[config.mk]
export PLATFORM = sky130hd
export DESIGN_NAME = dedup_erase_request_queue
export DESIGN_NICKNAME = d
export VERILOG_FILES = /design/src/ederq_pkg.sv /design/src/ederq_ram.sv /design/src/ederq_scan.sv /design/src/dedup_erase_request_queue.sv
export SDC_FILE = /design/constraint.sdc
export NUM_CORES = 1
export LEC_CHECK = 0
export ABC_AREA = 1
export BUFFER_PORTS_ARGS = -buffer_cell sky130_fd_sc_hd__buf_2
export CORE_MARGIN = 5
export CORE_UTILIZATION = 45
export DETAILED_ROUTE_END_ITERATION = 12
export GPL_ROUTABILITY_DRIVEN = 0
export PLACE_DENSITY = 0.68
export SYNTH_ARGS = -nofsm -noshare
export SYNTH_HDL_FRONTEND = slang
export SYNTH_SLANG_ARGS = --single-unit
[constraint.sdc]
create_clock -name clk_i -period 3.75 [get_ports clk_i]
set_input_delay 0.375 -clock clk_i [delete_from_list [all_inputs] [get_ports clk_i]]
set_output_delay 0.375 -clock clk_i [all_outputs]
set_load 0.02 [all_outputs]
[src/ederq_pkg.sv]
// Shared types and constants for the duplicate-removing erase request queue.
// Used by ederq_scan and dedup_erase_request_queue; depends on nothing.
`default_nettype none

package ederq_pkg;

  localparam int BLOCK_W         = 5;
  localparam int BLOCK_COUNT_DEF = 28;

  typedef enum logic [1:0] {
    OP_REQUEST = 2'd0,
    OP_BEGIN   = 2'd1,
    OP_FINISH  = 2'd2,
    OP_NOP     = 2'd3
  } op_e;

  typedef enum logic [1:0] {
    ST_QUEUED     = 2'd0,
    ST_RUNNING    = 2'd1,
    ST_SUCCESSFUL = 2'd2,
    ST_FAILED     = 2'd3
  } status_e;

  typedef struct packed {
    logic               valid;
    logic [BLOCK_W-1:0] block;
    status_e            status;
  } result_t;

endpackage

`default_nettype wire

[src/ederq_ram.sv]
// Generic single-port-write, single-port-read RAM with registered read data.
// Stand-alone; no package dependency.
`default_nettype none

module ederq_ram #(
  parameter int WIDTH = 8,
  parameter int DEPTH = 32
) (
  input  wire logic                     clk_i,
  input  wire logic                     we_i,
  input  wire logic [$clog2(DEPTH)-1:0] waddr_i,
  input  wire logic [WIDTH-1:0]         wdata_i,
  input  wire logic [$clog2(DEPTH)-1:0] raddr_i,
  output      logic [WIDTH-1:0]         rdata_o
);

  logic [WIDTH-1:0] mem_q [DEPTH];
  logic [WIDTH-1:0] rdata_q;

  always_ff @(posedge clk_i) begin
    if (we_i) begin
      mem_q[waddr_i] <= wdata_i;
    end
    rdata_q <= mem_q[raddr_i];
  end

  assign rdata_o = rdata_q;

endmodule

`default_nettype wire

[src/ederq_scan.sv]
// Sequencer of the erase request queue: head, count and active mark, plus the
// one-entry-per-cycle search of the entry RAM. Depends on ederq_pkg.
`default_nettype none

module ederq_scan
  import ederq_pkg::*;
#(
  parameter int BLOCK_COUNT = BLOCK_COUNT_DEF
) (
  input  wire logic                           clk_i,
  input  wire logic                           rst_ni,
  input  wire logic                           start_i,
  input  wire logic [1:0]                     opcode_i,
  input  wire logic [BLOCK_W-1:0]             block_i,
  input  wire logic                           success_i,
  output      logic                           busy_o,
  output      logic                           ram_we_o,
  output      logic [$clog2(BLOCK_COUNT)-1:0] ram_waddr_o,
  output      logic [BLOCK_W-1:0]             ram_wdata_o,
  output      logic [$clog2(BLOCK_COUNT)-1:0] ram_raddr_o,
  input  wire logic [BLOCK_W-1:0]             ram_rdata_i,
  output      result_t                        res_o
);

  localparam int IdxW = $clog2(BLOCK_COUNT);
  localparam int CntW = $clog2(BLOCK_COUNT + 1);
  localparam int SumW = CntW + 1;

  localparam logic [1:0] S_IDLE   = 2'd0;
  localparam logic [1:0] S_SCAN   = 2'd1;
  localparam logic [1:0] S_BEGIN  = 2'd2;
  localparam logic [1:0] S_FINISH = 2'd3;

  logic [1:0]         state_q, state_d;
  logic [IdxW-1:0]    head_q, head_d;
  logic [CntW-1:0]    count_q, count_d;
  logic               active_q, active_d;
  logic [CntW-1:0]    off_q, off_d;
  logic [IdxW-1:0]    slot_q, slot_d;
  logic [BLOCK_W-1:0] blk_q, blk_d;
  logic               succ_q, succ_d;

  logic [SumW-1:0]    tail_sum;
  logic [IdxW-1:0]    tail;
  logic [IdxW-1:0]    slot_next;
  logic [IdxW-1:0]    head_next;
  logic               in_range;
  logic               is_full;

  // Slot behind the last entry: head plus count stays below twice the depth.
  assign tail_sum  = SumW'(head_q) + SumW'(count_q);
  assign tail      = (tail_sum >= SumW'(BLOCK_COUNT))
                     ? IdxW'(tail_sum - SumW'(BLOCK_COUNT)) : IdxW'(tail_sum);
  assign slot_next = (slot_q == IdxW'(BLOCK_COUNT - 1)) ? '0 : slot_q + 1'b1;
  assign head_next = (head_q == IdxW'(BLOCK_COUNT - 1)) ? '0 : head_q + 1'b1;
  assign in_range  = ({1'b0, block_i} < (BLOCK_W + 1)'(BLOCK_COUNT));
  assign is_full   = (count_q == CntW'(BLOCK_COUNT));

  always_comb begin
    state_d     = state_q;
    head_d      = head_q;
    count_d     = count_q;
    active_d    = active_q;
    off_d       = off_q;
    slot_d      = slot_q;
    blk_d       = blk_q;
    succ_d      = succ_q;
    ram_we_o    = 1'b0;
    ram_waddr_o = tail;
    ram_wdata_o = blk_q;
    ram_raddr_o = head_q;
    res_o       = '{valid: 1'b0, block: blk_q, status: ST_QUEUED};

    unique case (state_q)
      S_IDLE: begin
        if (start_i) begin
          unique case (op_e'(opcode_i))
            OP_REQUEST: begin
              blk_d = block_i;
              if (!in_range) begin
                res_o = '{valid: 1'b1, block: block_i, status: ST_FAILED};
              end else if (count_q == '0) begin
                // Nothing to search: append straight away.
                ram_we_o    = 1'b1;
                ram_wdata_o = block_i;
                count_d     = count_q + 1'b1;
                res_o       = '{valid: 1'b1, block: block_i, status: ST_QUEUED};
              end else begin
                slot_d  = head_q;
                off_d   = '0;
                state_d = S_SCAN;
              end
            end
            OP_BEGIN: begin
              if (count_q != '0 && !active_q) begin
                state_d = S_BEGIN;
              end
            end
            OP_FINISH: begin
              if (active_q && count_q != '0) begin
                succ_d  = success_i;
                state_d = S_FINISH;
              end
            end
            OP_NOP: begin
            end
            default: begin
            end
          endcase
        end
      end

      S_SCAN: begin
        // Read data belongs to the entry at offset off_q from the head.
        if (ram_rdata_i == blk_q) begin
          res_o   = '{valid: 1'b1, block: blk_q,
                      status: (off_q == '0 && active_q) ? ST_RUNNING : ST_QUEUED};
          state_d = S_IDLE;
        end else if (off_q == count_q - 1'b1) begin
          if (is_full) begin
            res_o = '{valid: 1'b1, block: blk_q, status: ST_FAILED};
          end else begin
            ram_we_o = 1'b1;
            count_d  = count_q + 1'b1;
            res_o    = '{valid: 1'b1, block: blk_q, status: ST_QUEUED};
          end
          state_d = S_IDLE;
        end else begin
          off_d       = off_q + 1'b1;
          slot_d      = slot_next;
          ram_raddr_o = slot_next;
        end
      end

      S_BEGIN: begin
        res_o    = '{valid: 1'b1, block: ram_rdata_i, status: ST_RUNNING};
        active_d = 1'b1;
        state_d  = S_IDLE;
      end

      S_FINISH: begin
        res_o    = '{valid: 1'b1, block: ram_rdata_i,
                     status: succ_q ? ST_SUCCESSFUL : ST_FAILED};
        head_d   = head_next;
        count_d  = count_q - 1'b1;
        active_d = 1'b0;
        state_d  = S_IDLE;
      end

      default: begin
        state_d = S_IDLE;
      end
    endcase
  end

  always_ff @(posedge clk_i or negedge rst_ni) begin
    if (!rst_ni) begin
      state_q  <= S_IDLE;
      head_q   <= '0;
      count_q  <= '0;
      active_q <= 1'b0;
    end else begin
      state_q  <= state_d;
      head_q   <= head_d;
      count_q  <= count_d;
      active_q <= active_d;
    end
  end

  always_ff @(posedge clk_i) begin
    off_q  <= off_d;
    slot_q <= slot_d;
    blk_q  <= blk_d;
    succ_q <= succ_d;
  end

  assign busy_o = (state_q != S_IDLE);

endmodule

`default_nettype wire

[src/dedup_erase_request_queue.sv]
// Top level of the duplicate-removing erase request queue: entry RAM,
// sequencer and result register. Depends on ederq_pkg, ederq_ram, ederq_scan.
`default_nettype none

// An item is taken when start_i is high and busy_o is low. A request for a
// block out of range, or into an empty queue, finishes in the cycle it is
// taken; any other request reads one queued entry per cycle through the single
// read port of the entry RAM and holds busy_o until it finds a match or has
// read the last queued entry (there are at most BLOCK_COUNT). Begin and
// finish hold busy_o while the head entry is read. Begin on an empty or
// active queue, finish with nothing active, and opcode 3 give no result and
// finish at once. A result appears on block_out_o and status_o, marked by
// valid_o, for exactly one cycle, the cycle after the item completes; it is
// not held, so the receiver must take it then.
module dedup_erase_request_queue
  import ederq_pkg::*;
#(
  parameter int BLOCK_COUNT = BLOCK_COUNT_DEF
) (
  input  wire logic               clk_i,
  input  wire logic               rst_ni,
  input  wire logic               start_i,
  output      logic               busy_o,
  input  wire logic [1:0]         opcode_i,
  input  wire logic [BLOCK_W-1:0] block_i,
  input  wire logic               success_i,
  output      logic               valid_o,
  output      logic [BLOCK_W-1:0] block_out_o,
  output      logic [1:0]         status_o
);

  localparam int IdxW = $clog2(BLOCK_COUNT);

  logic               ram_we;
  logic [IdxW-1:0]    ram_waddr;
  logic [BLOCK_W-1:0] ram_wdata;
  logic [IdxW-1:0]    ram_raddr;
  logic [BLOCK_W-1:0] ram_rdata;
  result_t            res;
  logic               scan_busy;

  logic               valid_q;
  logic [BLOCK_W-1:0] block_q;
  status_e            status_q;

  ederq_ram #(
    .WIDTH (BLOCK_W),
    .DEPTH (BLOCK_COUNT)
  ) u_ram (
    .clk_i   (clk_i),
    .we_i    (ram_we),
    .waddr_i (ram_waddr),
    .wdata_i (ram_wdata),
    .raddr_i (ram_raddr),
    .rdata_o (ram_rdata)
  );

  ederq_scan #(
    .BLOCK_COUNT (BLOCK_COUNT)
  ) u_scan (
    .clk_i       (clk_i),
    .rst_ni      (rst_ni),
    .start_i     (start_i),
    .opcode_i    (opcode_i),
    .block_i     (block_i),
    .success_i   (success_i),
    .busy_o      (scan_busy),
    .ram_we_o    (ram_we),
    .ram_waddr_o (ram_waddr),
    .ram_wdata_o (ram_wdata),
    .ram_raddr_o (ram_raddr),
    .ram_rdata_i (ram_rdata),
    .res_o       (res)
  );

  always_ff @(posedge clk_i or negedge rst_ni) begin
    if (!rst_ni) begin
      valid_q <= 1'b0;
    end else begin
      valid_q <= res.valid;
    end
  end

  always_ff @(posedge clk_i) begin
    block_q  <= res.block;
    status_q <= res.status;
  end

  assign busy_o      = scan_busy;
  assign valid_o     = valid_q;
  assign block_out_o = block_q;
  assign status_o    = status_q;

  // An out-of-range request is refused in the very next cycle.
  assert property (@(posedge clk_i) disable iff (!rst_ni)
    (start_i && !busy_o && opcode_i == OP_REQUEST
     && {1'b0, block_i} >= (BLOCK_W + 1)'(BLOCK_COUNT))
    |=> (valid_o && status_o == ST_FAILED && block_out_o == $past(block_i)))
    else $error("out-of-range request not refused");

  // The unused opcode never produces a result.
  assert property (@(posedge clk_i) disable iff (!rst_ni)
    (start_i && !busy_o && opcode_i == OP_NOP) |=> !valid_o)
    else $error("result after unused opcode");

  // A result only follows work: an accepted item or a busy cycle.
  assert property (@(posedge clk_i) disable iff (!rst_ni)
    valid_o |-> ($past(busy_o) || $past(start_i)))
    else $error("result without an item");

  // A successful finish result is always preceded by busy_o, while the head entry is read.
  assert property (@(posedge clk_i) disable iff (!rst_ni)
    (valid_o && (status_o == ST_SUCCESSFUL)) |-> $past(busy_o))
    else $error("finish result without head read");

endmodule

`default_nettype wire

==> results of run 1 <==
## where the power goes
group	internal (mW)	leakage (nW)	switching, mW
sequential	2.47	1.69	0.189
clock	1.14	0.315	0.810
combinational	1.32	2.35	3.10
## sequential cells by signal, indices dropped and copies added, names as in the netlist
| signal | cells |
|---|---|
| valid_o | 1 |
| status_o | 2 |
| u_scan.state_q | 2 |
| u_scan.head_q | 5 |
| u_scan.active_q | 1 |
| u_scan.succ_q | 1 |
| u_ram.rdata_o | 5 |
| u_scan.blk_q | 5 |
| u_scan.off_q | 5 |
| u_scan.count_q | 5 |
| u_scan.slot_q | 5 |
| block_out_o | 5 |
| u_ram.mem_q | 140 |
## final cells by class
| cell class | instances | area, um2 |
|---|---|---|
| multi-input cells | 575 | 2890 |
| inverters | 183 | 687 |
| repair buffers | 38 | 240 |
| well taps | 265 | 332 |
| clock buffers | 18 | 429 |
| clock inverters | 14 | 216 |
| fillers | 1787 | 9580 |
| flip-flops and latches | 182 | 5280 |
## cells in the mapped netlist (7+ instances only)
cell and number:
sky130_fd_sc_hd__dfrtp_1 14, sky130_fd_sc_hd__nand3_1 188, sky130_fd_sc_hd__nor2_1 54, sky130_fd_sc_hd__dfxtp_1 12, sky130_fd_sc_hd__a21oi_1 12, sky130_fd_sc_hd__nand2_1 201
sky130_fd_sc_hd__xor2_1 8, sky130_fd_sc_hd__o21ai_0 35, sky130_fd_sc_hd__buf_2 21, sky130_fd_sc_hd__inv_1 178, sky130_fd_sc_hd__edfxtp_1 156, sky130_fd_sc_hd__nor3_1 7
sky130_fd_sc_hd__ha_1 16, sky130_fd_sc_hd__nand2_2 7
## per-stage QoR
step	setup slack [ns]	std cells	util, %	area (um2)	hold WS, ns
after floorplan	0.880	972	-	9040	0.0794
after global placement	0.550	1242	47.9	9420	0.302
after detailed placement	0.489	1242	47.9	9420	0.312
after CTS	0.443	1275	51.2	10100	0.0991
after global routing	0.0926	1275	51.2	10100	0.100
final	0.452	1275	51.2	10100	0.110
## kinds of logic (layout without fill, tap and decap cells)
kind of cell | count (synthesis) | after routing | share of synthesized area [%]
flops | 182 | 182 | 58.3
xor+xnor | 13 | 13 | 1.26
fa+ha+maj | 17 | 17 | 2.44
compound gates | 75 | 75 | 4.89
buf+inv | 215 | 253 | 9.88
simple gates | 470 | 470 | 23.2
## routing by layer
metal  up-vias  part of all wire [%]
li1       3254                     -
met1      3094                    43
met2       227                    48
met3        32                   6.8
met4         0                   1.6
met5         -                     0
## worst paths after layout
check / startpoint / endpoint / slack [ns]
worst min register to register: u_ram.rdata_o[2]$_DFF_P_ / block_out_o[2]$_DFF_P_ / 0.53
worst max-delay path: u_scan.count_q[2]$_DFFE_PN0P_ / u_ram.mem_q[0][3]$_DFFE_PP_ / 0.45
worst min-delay path: success_i / u_scan.succ_q$_DFFE_PP_ / 0.11
worst max register to register: u_scan.count_q[2]$_DFFE_PN0P_ / u_ram.mem_q[0][3]$_DFFE_PP_ / 0.45
min in group asynchronous: rst_ni / u_scan.state_q[1]$_DFFE_PN0P_ / 0.37
max in group asynchronous: rst_ni / u_scan.head_q[0]$_DFFE_PN0P_ / 3.12
## repair_timing
action	in CTS	in global routing
resized for setup	0	0
hold buffers	1	0
endpoints found under the hold margin	14	0
setup endpoints to repair	0	0
==> results.env, run 1 <==
SYNTH_FLOP_CELL='sky130_fd_sc_hd__edfxtp_1'
POST-CTS-SETUP-BUFFER-COUNT=0
INITIAL_UTILIZATION_PCT=46.0
IO_BUFFER_COUNT=19
CLKSINKCOUNT=182
CTS_HTREE_LEVELS=4
DRT_FIRST_ITER_VIOLATIONS=607
CP_NUM_BUF_INV=3
FLOORPLAN.DIE_AREA_UM2=23000
FINALSETUPVIOLCOUNT=0
CRIT_ARRIVAL_NS=3.38
MOSTFREQUENTLAYOUTCELL='sky130_fd_sc_hd__nand2_1'
WORST-PATH-STAGES=16
LAYOUT.NETS=1025
CRIT_CHAIN='ha_1 > a21oi_1 > nand2_1 > nand2_1 > nand2_1 > inv_1 > ha_1 > inv_1 > or2_2 > nand2_1 > nand2_1 > o21ai_0 > inv_1 > nor2_1 > nand2_1 > nor2_1'
CRITICAL_PATH_CELL_WITH_THE_HIGHEST_STAGE_DELAY='sky130_fd_sc_hd__dfrtp_1'
LARGEST_NET_DEGREE_AT_THE_START_OF_GLOBAL_ROUTING=46
ROWS=51
SYN-CELL-AREA_UM2=9040
FIN_CRIT_SH_PCT=88.0
TIMING.SETUP.CRITICAL_PATH_CLASS='flop to flop'
STARTPOINT_TYPES='flop'
CLOCK-ROOT-BUFFER='sky130_fd_sc_hd__clkbuf_16'
FIN_TNS_SETUP_NS=0
CTS_INSERTED_BUFFERS=17
SYNTH.FF_LATCH_COUNT=182
SYNTHCELLS=972
CLK_PATH_BUF_DEPTH=2
GLOBALROUTE.TOTALOVERFLOW=0
TRITONCTS='done'
WORST_PATH_MOST_REPEATED_CELL='sky130_fd_sc_hd__nand2_1'
POST_DRT_VIA_CELL_RATIO=5.18
DP_HPWL_MM=13.9
FINAL_LAYOUT_SIZE_SUFFIX_GT1_SHARE_PCT=9.80
FINCLKSKEW_NS=0.00918
CLK-INSERTION-DELAY-LATE_NS=0.43
SYNTH_AREA_LEADER_CELL='sky130_fd_sc_hd__edfxtp_1'
MAPPEDNETLISTNETS=1000
GLOBALROUTEMET2UTIL_PCT=31.8
SYN-MEAN-INSTANCE-AREA_UM2=9.30
AREA_GROWTH_SYN_TO_LAYOUT_PCT=11.4
POWER_LEAKAGE_nW=4.36
ASYNC_FLOP_SHARE_PCT=7.69
NUM_ANTENNA_CELLS=0
YS.WARNINGS.COUNT=0
YS_SEQ_AREA_SHARE_PCT=58.3
FMAX_MHz=303
FINALHOLDVIOLATIONS=0
POST_DRT_WL_PER_CELL_UM=16.5
TIGHTEST_SLEW_NS=0.758
GRT_RESOURCE_USAGE_TOTAL_PCT=19.3
FIN_CRIT_NS=3.30
ROUTED_WL_MM=21.0
RSZ0062_AT_GRT='false'
FINAL_CELL_MIX='201 x sky130_fd_sc_hd__nand2_1, 188 x sky130_fd_sc_hd__nand3_1, 178 x sky130_fd_sc_hd__inv_1, 156 x sky130_fd_sc_hd__edfxtp_1, 54 x sky130_fd_sc_hd__nor2_1'
SYNTH_TOP_CELL_AREA_SHARE_PCT=51.8
GRT_ANTENNA_BEFORE_REPAIR=0
MAX_CAP_VIOL_COUNT=0
REPORT.FINAL.SLEW_VIOL_COUNT=0
STATUS='finished clean'
GR-MAX-USAGE-LAYER='met2'
CRITICAL_PATH.MAX_STAGE_DELAY_NS=0.51
R2R.WORST_PATH.CELLS=16
CRITICAL_PATH.TOP_DELAY_FAMILY='simple AND/OR/NAND/NOR gates'
REMAINING_DRC_ERRORS=0
FLOORPLAN.IO_PINS=20
END_KIND='flop'
VDD_IR_DROP_MAX_V=0.000607
VIA_COUNT=6607
CRIT_FANOUT=8
HOLD-PATH-CELL-COUNT=1
GRT_FIRST_PASS_WIRELENGTH_MM=34.0
MET3_TRACK_DEMAND_OVER_RESOURCE_IN_GLOBAL_ROUTING_PCT=4.25
SYNTH_ENABLE_FLOP_CELLS=156
GR-USAGE-MET1_PCT=25.7
DIEWIDTH_UM=152
WORST-ENDPOINT-REQUIRED_NS=3.83
POST_DRT_ANTENNA_NETS=0
SYNTH.DISTINCT_CELLS=38
HOLD_CLASS='input pin to flop'
COREAREA_UM2=19700
SLEW_HEADROOM_PCT=49.0
SYNTHTOPCELLSBYAREA='sky130_fd_sc_hd__edfxtp_1 52%, sky130_fd_sc_hd__nand3_1 10%, sky130_fd_sc_hd__nand2_1 8.3%'
DRT-PASS1-ITER-COUNT=5
POWERDENSITY_nW_PER_UM2=896
DIEHEIGHT_UM=152
PATH_CLK_SLEW_NS=0.07
TOTALPOWERFINAL_mW=9.03
VIA_COUNT_OF_THE_FIRST_GLOBAL_ROUTING_PASS=6507
No activity file was read; power rests on OpenSTA's default activity.
==> run 2: changes to the inputs <==
--- a/config.mk
+++ b/config.mk
@@ -10,7 +10,7 @@
 export CORE_MARGIN = 5
 export CORE_UTILIZATION = 45
 export DETAILED_ROUTE_END_ITERATION = 12
-export GPL_ROUTABILITY_DRIVEN = 0
+export MAX_ROUTING_LAYER = met4
 export PLACE_DENSITY = 0.68
 export SYNTH_ARGS = -nofsm -noshare
 export SYNTH_HDL_FRONTEND = slang
==> results.env, run 2 (synthesis results as in run 1) <==
MAX_CAP_VIOL_COUNT=0
NET-SWITCHING-POWER_mW=4.10
CRIT_CHAIN='ha_1 > a21oi_1 > nand2_1 > nand2_1 > nand2_1 > inv_1 > ha_1 > inv_1 > or2_2 > nand2_1 > nand2_1 > o21ai_0 > inv_1 > nor2_1 > nand2_1 > nor2_1'
WORSTHOLDENDPOINT='u_scan.succ_q$_DFFE_PP_'
CRITICAL_PATH_CELL_WITH_THE_HIGHEST_STAGE_DELAY='sky130_fd_sc_hd__dfrtp_1'
POST_DRT_VIA_CELL_RATIO=5.19
STARTPOINT_TYPES='flop'
REMAINING_DRC_ERRORS=0
CRIT_ARRIVAL_NS=3.38
POSTCTSHOLDBUFS=1
WORST_PATH_MOST_REPEATED_CELL='sky130_fd_sc_hd__nand2_1'
VIA_COUNT_OF_THE_FIRST_GLOBAL_ROUTING_PASS=6507
IO_BUFFER_COUNT=19
POWER_LEAKAGE_nW=4.36
TIMING.HOLD.WORST.START='success_i'
DRT-PASS1-ITER-COUNT=5
RSZ0062_AT_GRT='false'
VIA_COUNT=6621
CLKSINKCOUNT=182
FLOORPLAN.IO_PINS=20
FINCLKSKEW_NS=0.0108
FINAL_CELL_MIX='201 x sky130_fd_sc_hd__nand2_1, 188 x sky130_fd_sc_hd__nand3_1, 178 x sky130_fd_sc_hd__inv_1, 156 x sky130_fd_sc_hd__edfxtp_1, 54 x sky130_fd_sc_hd__nor2_1'
LOGIC_PWR_SHARE_PCT=48.9
TIMING.SETUP.CRITICAL_PATH_CLASS='flop to flop'
NUM_ANTENNA_CELLS=0
FIN_CRIT_SH_PCT=88.1
LARGEST_NET_DEGREE_AT_THE_START_OF_GLOBAL_ROUTING=46
LARGEST_REG_FLOPS=140
CP_NUM_BUF_INV=3
TOTALPOWERFINAL_mW=9.03
FINAL_CELL_AREA_UM2=10100
DP_HPWL_MM=13.9
REGMOSTFLOPS='u_ram.mem_q'
ROUTED_WL_MM=21.0
REGTOREGENDPOINT='u_ram.mem_q[0][3]$_DFFE_PP_'
CRITICAL_PATH.MAX_STAGE_DELAY_NS=0.51
SEQ_POWER_SHARE_PCT=29.5
CRITICAL_PATH.TOP_DELAY_FAMILY='simple AND/OR/NAND/NOR gates'
END_KIND='flop'
CTS_INSERTED_BUFFERS=17
FMAX_MHz=303
POST-ROUTE-UTIL_PCT=51.2
SWITCHING_SHARE_PCT=45.4
WORST-ENDPOINT-REQUIRED_NS=3.83
POST_DRT_WL_PER_CELL_UM=16.5
TRITONCTS='done'
GLOBALROUTE.TOTALOVERFLOW=0
DIEHEIGHT_UM=152
GRT_RESOURCE_USAGE_TOTAL_PCT=19.8
MOSTFREQUENTLAYOUTCELL='sky130_fd_sc_hd__nand2_1'
POST_CTS.RESIZED_INSTANCES=0
COREAREA_UM2=19700
FIN_CRIT_NS=3.30
CLK_PATH_BUF_DEPTH=2
DRT_FIRST_ITER_VIOLATIONS=631
TIMING.RR.START='u_scan.count_q[2]$_DFFE_PN0P_'
PATH_CLK_SLEW_NS=0.07
PLACEMENT.CELL_AREA_UM2=9420
FLOORPLAN.DIE_AREA_UM2=23000
GP_CONGESTION=0.857
HOLD-PATH-CELL-COUNT=1
ROWS=51
FINALSETUPVIOLCOUNT=0
SLEW_HEADROOM_PCT=49.3
REPORT.FINAL.SLEW_VIOL_COUNT=0
TIGHTEST_SLEW_NS=0.753
FINALHOLDVIOLATIONS=0
CTS_HTREE_LEVELS=4
R2R.WORST_PATH.CELLS=16
STATUS='finished clean'
SETUP.REG_TO_REG.WORST_SLACK_NS=0.45
HOLD_CLASS='input pin to flop'
FINAL_LAYOUT_SIZE_SUFFIX_GT1_SHARE_PCT=9.80
POWERDENSITY_nW_PER_UM2=897
LAYOUT.NETS=1025
CELL_INTERNAL_POWER_mW=4.93
CLOCK-ROOT-BUFFER='sky130_fd_sc_hd__clkbuf_16'
CRIT_FANOUT=8
FIN_TNS_SETUP_NS=0
CLK-INSERTION-DELAY-LATE_NS=0.43
DIEWIDTH_UM=152
POST-CTS-SETUP-BUFFER-COUNT=0
HOLD_SLACK_NS=0.112
GRT_ANTENNA_BEFORE_REPAIR=0
VDD_IR_DROP_MAX_V=0.000608
GRT_FIRST_PASS_WIRELENGTH_MM=34.0
CLKPWRFRAC_PCT=21.6
AREA_GROWTH_SYN_TO_LAYOUT_PCT=11.4
INITIAL_UTILIZATION_PCT=46.0
POST_DRT_ANTENNA_NETS=0
run 2: layout make-up:
cell class / count / area (um2)
Inverter: 183 / 687
Multi-Input combinational cell: 575 / 2890
Tap cell: 265 / 332
Clock buffer: 18 / 429
Sequential cell: 182 / 5280
Timing Repair Buffer: 38 / 240
Fill cell: 1787 / 9580
Clock inverter: 14 / 216
run 2: power groups by stage:
stage / sequential [mW] / combinational (mW) / clock, mW
floorplan: 2.69 / 3.28 / 0
global placement: 2.70 / 4.35 / 0
detailed placement: 2.70 / 4.36 / 0
CTS: 2.66 / 4.39 / 1.97
global route: 2.69 / 4.95 / 2.05
finish: 2.66 / 4.42 / 1.95
run 2: worst reg2reg max path, stage by stage (launching register included):
cell                      delay [ns]
sky130_fd_sc_hd__dfrtp_1        0.51
sky130_fd_sc_hd__ha_1           0.42
sky130_fd_sc_hd__a21oi_1        0.22
sky130_fd_sc_hd__nand2_1        0.08
sky130_fd_sc_hd__nand2_1        0.08
sky130_fd_sc_hd__nand2_1        0.05
sky130_fd_sc_hd__inv_1          0.07
sky130_fd_sc_hd__ha_1           0.14
sky130_fd_sc_hd__inv_1          0.04
sky130_fd_sc_hd__or2_2          0.29
sky130_fd_sc_hd__nand2_1        0.11
sky130_fd_sc_hd__nand2_1        0.06
sky130_fd_sc_hd__o21ai_0        0.10
sky130_fd_sc_hd__inv_1          0.10
sky130_fd_sc_hd__nor2_1         0.13
sky130_fd_sc_hd__nand2_1        0.18
sky130_fd_sc_hd__nor2_1         0.38
run 2: worst max-delay path by stage:
stage,endpoint,cells after the start,start,slack [ns]
after floorplan,u_ram.mem_q[20][0]$_DFFE_PP_,13,u_scan.count_q[0]$_DFFE_PN0P_,0.88
after global placement,u_ram.rdata_o[4]$_DFF_P_,20,u_scan.count_q[1]$_DFFE_PN0P_,0.55
after detailed placement,u_ram.mem_q[0][2]$_DFFE_PP_,16,u_scan.count_q[2]$_DFFE_PN0P_,0.49
after CTS,u_ram.mem_q[0][4]$_DFFE_PP_,16,u_scan.count_q[2]$_DFFE_PN0P_,0.44
after global routing,u_ram.mem_q[2][3]$_DFFE_PP_,16,u_scan.count_q[2]$_DFFE_PN0P_,0.09
final,u_ram.mem_q[0][3]$_DFFE_PP_,16,u_scan.count_q[2]$_DFFE_PN0P_,0.45
run 2: metrics by stage:
step | setup slack [ns] | std cells
final | 0.447 | 1275
after global routing | 0.0925 | 1275
after CTS | 0.443 | 1275
after detailed placement | 0.489 | 1242
after global placement | 0.550 | 1242
after floorplan | 0.880 | 972
run 2: metal layers:
| metal | share of wire [%] | GRT usage, % | up-vias |
|---|---|---|---|
| li1 | - | - | 3259 |
| met1 | 43 | 25.7 | 3096 |
| met2 | 48 | 31.8 | 233 |
| met3 | 7.1 | 4.25 | 33 |
| met4 | 1.7 | 5.62 | 0 |
| met5 | 0 | - | - |
==> run 3: changes to the inputs <==
--- a/config.mk
+++ b/config.mk
@@ -7,10 +7,8 @@
 export LEC_CHECK = 0
 export ABC_AREA = 1
 export BUFFER_PORTS_ARGS = -buffer_cell sky130_fd_sc_hd__buf_2
-export CORE_MARGIN = 5
 export CORE_UTILIZATION = 45
 export DETAILED_ROUTE_END_ITERATION = 12
-export MAX_ROUTING_LAYER = met4
 export PLACE_DENSITY = 0.68
 export SYNTH_ARGS = -nofsm -noshare
 export SYNTH_HDL_FRONTEND = slang
==> results.env, run 3 (synthesis results as in run 1) <==
WORST_SETUP_PATH_STARTPOINT='u_scan.count_q[0]$_DFFE_PN0P_'
FILLER_CELL_COUNT=1785
TIGHTEST_SLEW_NS=0.638
GLOBALROUTE.TOTALOVERFLOW=0
CRIT_FANOUT=5
FINALSETUPVIOLCOUNT=0
PLACEMENT.CELL_AREA_UM2=9420
CTS_INSERTED_BUFFERS=17
ROWS=51
STARTPOINT_TYPES='flop'
TOTALPOWERFINAL_mW=8.77
DRT-PASS1-ITER-COUNT=5
INITIAL_UTILIZATION_PCT=46.2
FINAL_LAYOUT_SIZE_SUFFIX_GT1_SHARE_PCT=9.70
IO_BUFFER_COUNT=19
REPORT.FINAL.SLEW_VIOL_COUNT=0
COREAREA_UM2=19600
GP_CONGESTION=0.847
MOSTFREQUENTLAYOUTCELL='sky130_fd_sc_hd__nand2_1'
CLK-INSERTION-DELAY-LATE_NS=0.43
GRT_RESOURCE_USAGE_TOTAL_PCT=22.0
WORST-ENDPOINT-REQUIRED_NS=3.83
END_KIND='flop'
DIEWIDTH_UM=144
POWERDENSITY_nW_PER_UM2=877
POWER_LEAKAGE_nW=4.33
HOLD_CLASS='input pin to flop'
CRIT_ARRIVAL_NS=3.40
DRT_FIRST_ITER_VIOLATIONS=562
ROUTED_WL_MM=21.1
TIMING.RR.START='u_scan.count_q[0]$_DFFE_PN0P_'
CLKSINKCOUNT=182
CTS_HTREE_LEVELS=4
VDD_IR_DROP_MAX_V=0.000475
MAX_CAP_VIOL_COUNT=0
R2R.WORST_PATH.CELLS=13
FIN_TNS_SETUP_NS=0
POST_DRT_WL_PER_CELL_UM=16.6
SLEW_HEADROOM_PCT=57.0
DP_HPWL_MM=14.2
NUM_ANTENNA_CELLS=0
HOLD-PATH-CELL-COUNT=1
POST_DRT_ANTENNA_NETS=0
FINAL_CELL_MIX='201 x sky130_fd_sc_hd__nand2_1, 188 x sky130_fd_sc_hd__nand3_1, 178 x sky130_fd_sc_hd__inv_1, 156 x sky130_fd_sc_hd__edfxtp_1, 54 x sky130_fd_sc_hd__nor2_1'
FINALHOLDVIOLATIONS=0
STATUS='finished clean'
GRT_FIRST_PASS_WIRELENGTH_MM=33.8
FINCLKSKEW_NS=0.0139
FIN_CRIT_SH_PCT=88.7
FIN_CRIT_NS=3.32
CLK_PATH_BUF_DEPTH=2
DIEHEIGHT_UM=144
TRITONCTS='done'
PATH_CLK_SLEW_NS=0.07
SEQ_AREA_UM2=5280
LARGEST_REG_FLOPS=140
CLOCK-ROOT-BUFFER='sky130_fd_sc_hd__clkbuf_16'
VIA_COUNT_OF_THE_FIRST_GLOBAL_ROUTING_PASS=6537
FINAL_CELL_AREA_UM2=10000
REGMOSTFLOPS='u_ram.mem_q'
LAYOUT.NETS=1025
HOLD_SLACK_NS=0.117
TIMING.HOLD.WORST.START='success_i'
REMAINING_DRC_ERRORS=0
SETUP_SLACK_NS=0.425
RSZ0062_AT_GRT='false'
PRE_CTS_SLACK_NS=0.427
FLOORPLAN.DIE_AREA_UM2=20700
TIMING.SETUP.CRITICAL_PATH_CLASS='flop to flop'
MULTIINPUTGATEAREA_UM2=2890
VIA_COUNT=6696
FMAX_MHz=301
LARGEST_NET_DEGREE_AT_THE_START_OF_GLOBAL_ROUTING=46
POST_DRT_VIA_CELL_RATIO=5.25
FLOORPLAN.IO_PINS=20
GRT_ANTENNA_BEFORE_REPAIR=0
AREA_GROWTH_SYN_TO_LAYOUT_PCT=10.6
## run 3: worst paths after layout
kind	to	slack, ns
worst max-delay path	u_ram.mem_q[19][3]$_DFFE_PP_	0.43
worst min-delay path	u_scan.succ_q$_DFFE_PP_	0.12
worst max register to register	u_ram.mem_q[19][3]$_DFFE_PP_	0.43
worst min register to register	status_o[0]$_DFF_P_	0.54
max in group asynchronous	u_scan.head_q[1]$_DFFE_PN0P_	3.10
min in group asynchronous	u_scan.state_q[1]$_DFFE_PN0P_	0.37
## run 3: area by class of cell
type / count / area share, %
Sequential cell: 182 / 52.8
Multi-Input combinational cell: 575 / 28.9
Inverter: 183 / 6.87
Clock buffer: 22 / 4.86
Tap cell: 265 / 3.32
Timing Repair Buffer: 38 / 2.40
Clock inverter: 10 / 0.851
## run 3: stage by stage
step | util, % | cells
finish | 51.0 | 1275
global route | 51.0 | 1275
detailed placement | 48.1 | 1242
CTS | 51.0 | 1275
global placement | 48.1 | 1242
floorplan | - | 972
## run 3: what timing repair did
action / CTS / global route
hold buffers: 1 / 0
setup buffers: 0 / 0
resized for setup: 0 / 0
endpoints found under the hold margin: 14 / 0
## run 3: layer usage
metal  share of wire [%]  vias up  GRT usage (%)
met5                   0        -              0
met4                 2.3        0           7.95
met1                  44     3175           29.3
met3                 6.5       37           4.73
li1                    -     3251              -
met2                  47      233           35.3
## run 3: worst max-delay path: stages, from the launching register on
cell and delay [ns]:
sky130_fd_sc_hd__dfrtp_1 0.43, sky130_fd_sc_hd__ha_1 0.24, sky130_fd_sc_hd__fa_1 0.41, sky130_fd_sc_hd__xor2_1 0.26, sky130_fd_sc_hd__ha_1 0.19, sky130_fd_sc_hd__inv_1 0.04, sky130_fd_sc_hd__or2_2 0.30, sky130_fd_sc_hd__nand2_1 0.12
sky130_fd_sc_hd__nand2_1 0.06, sky130_fd_sc_hd__o21ai_0 0.10, sky130_fd_sc_hd__inv_1 0.10, sky130_fd_sc_hd__nor2_1 0.14, sky130_fd_sc_hd__nand2_1 0.17, sky130_fd_sc_hd__nor2_1 0.42
## run 3: power breakdown
group | switching (mW) | internal (mW) | total [mW]
Combinational | 3.08 | 1.31 | 4.38
Clock | 0.775 | 0.940 | 1.71
Sequential | 0.191 | 2.48 | 2.67
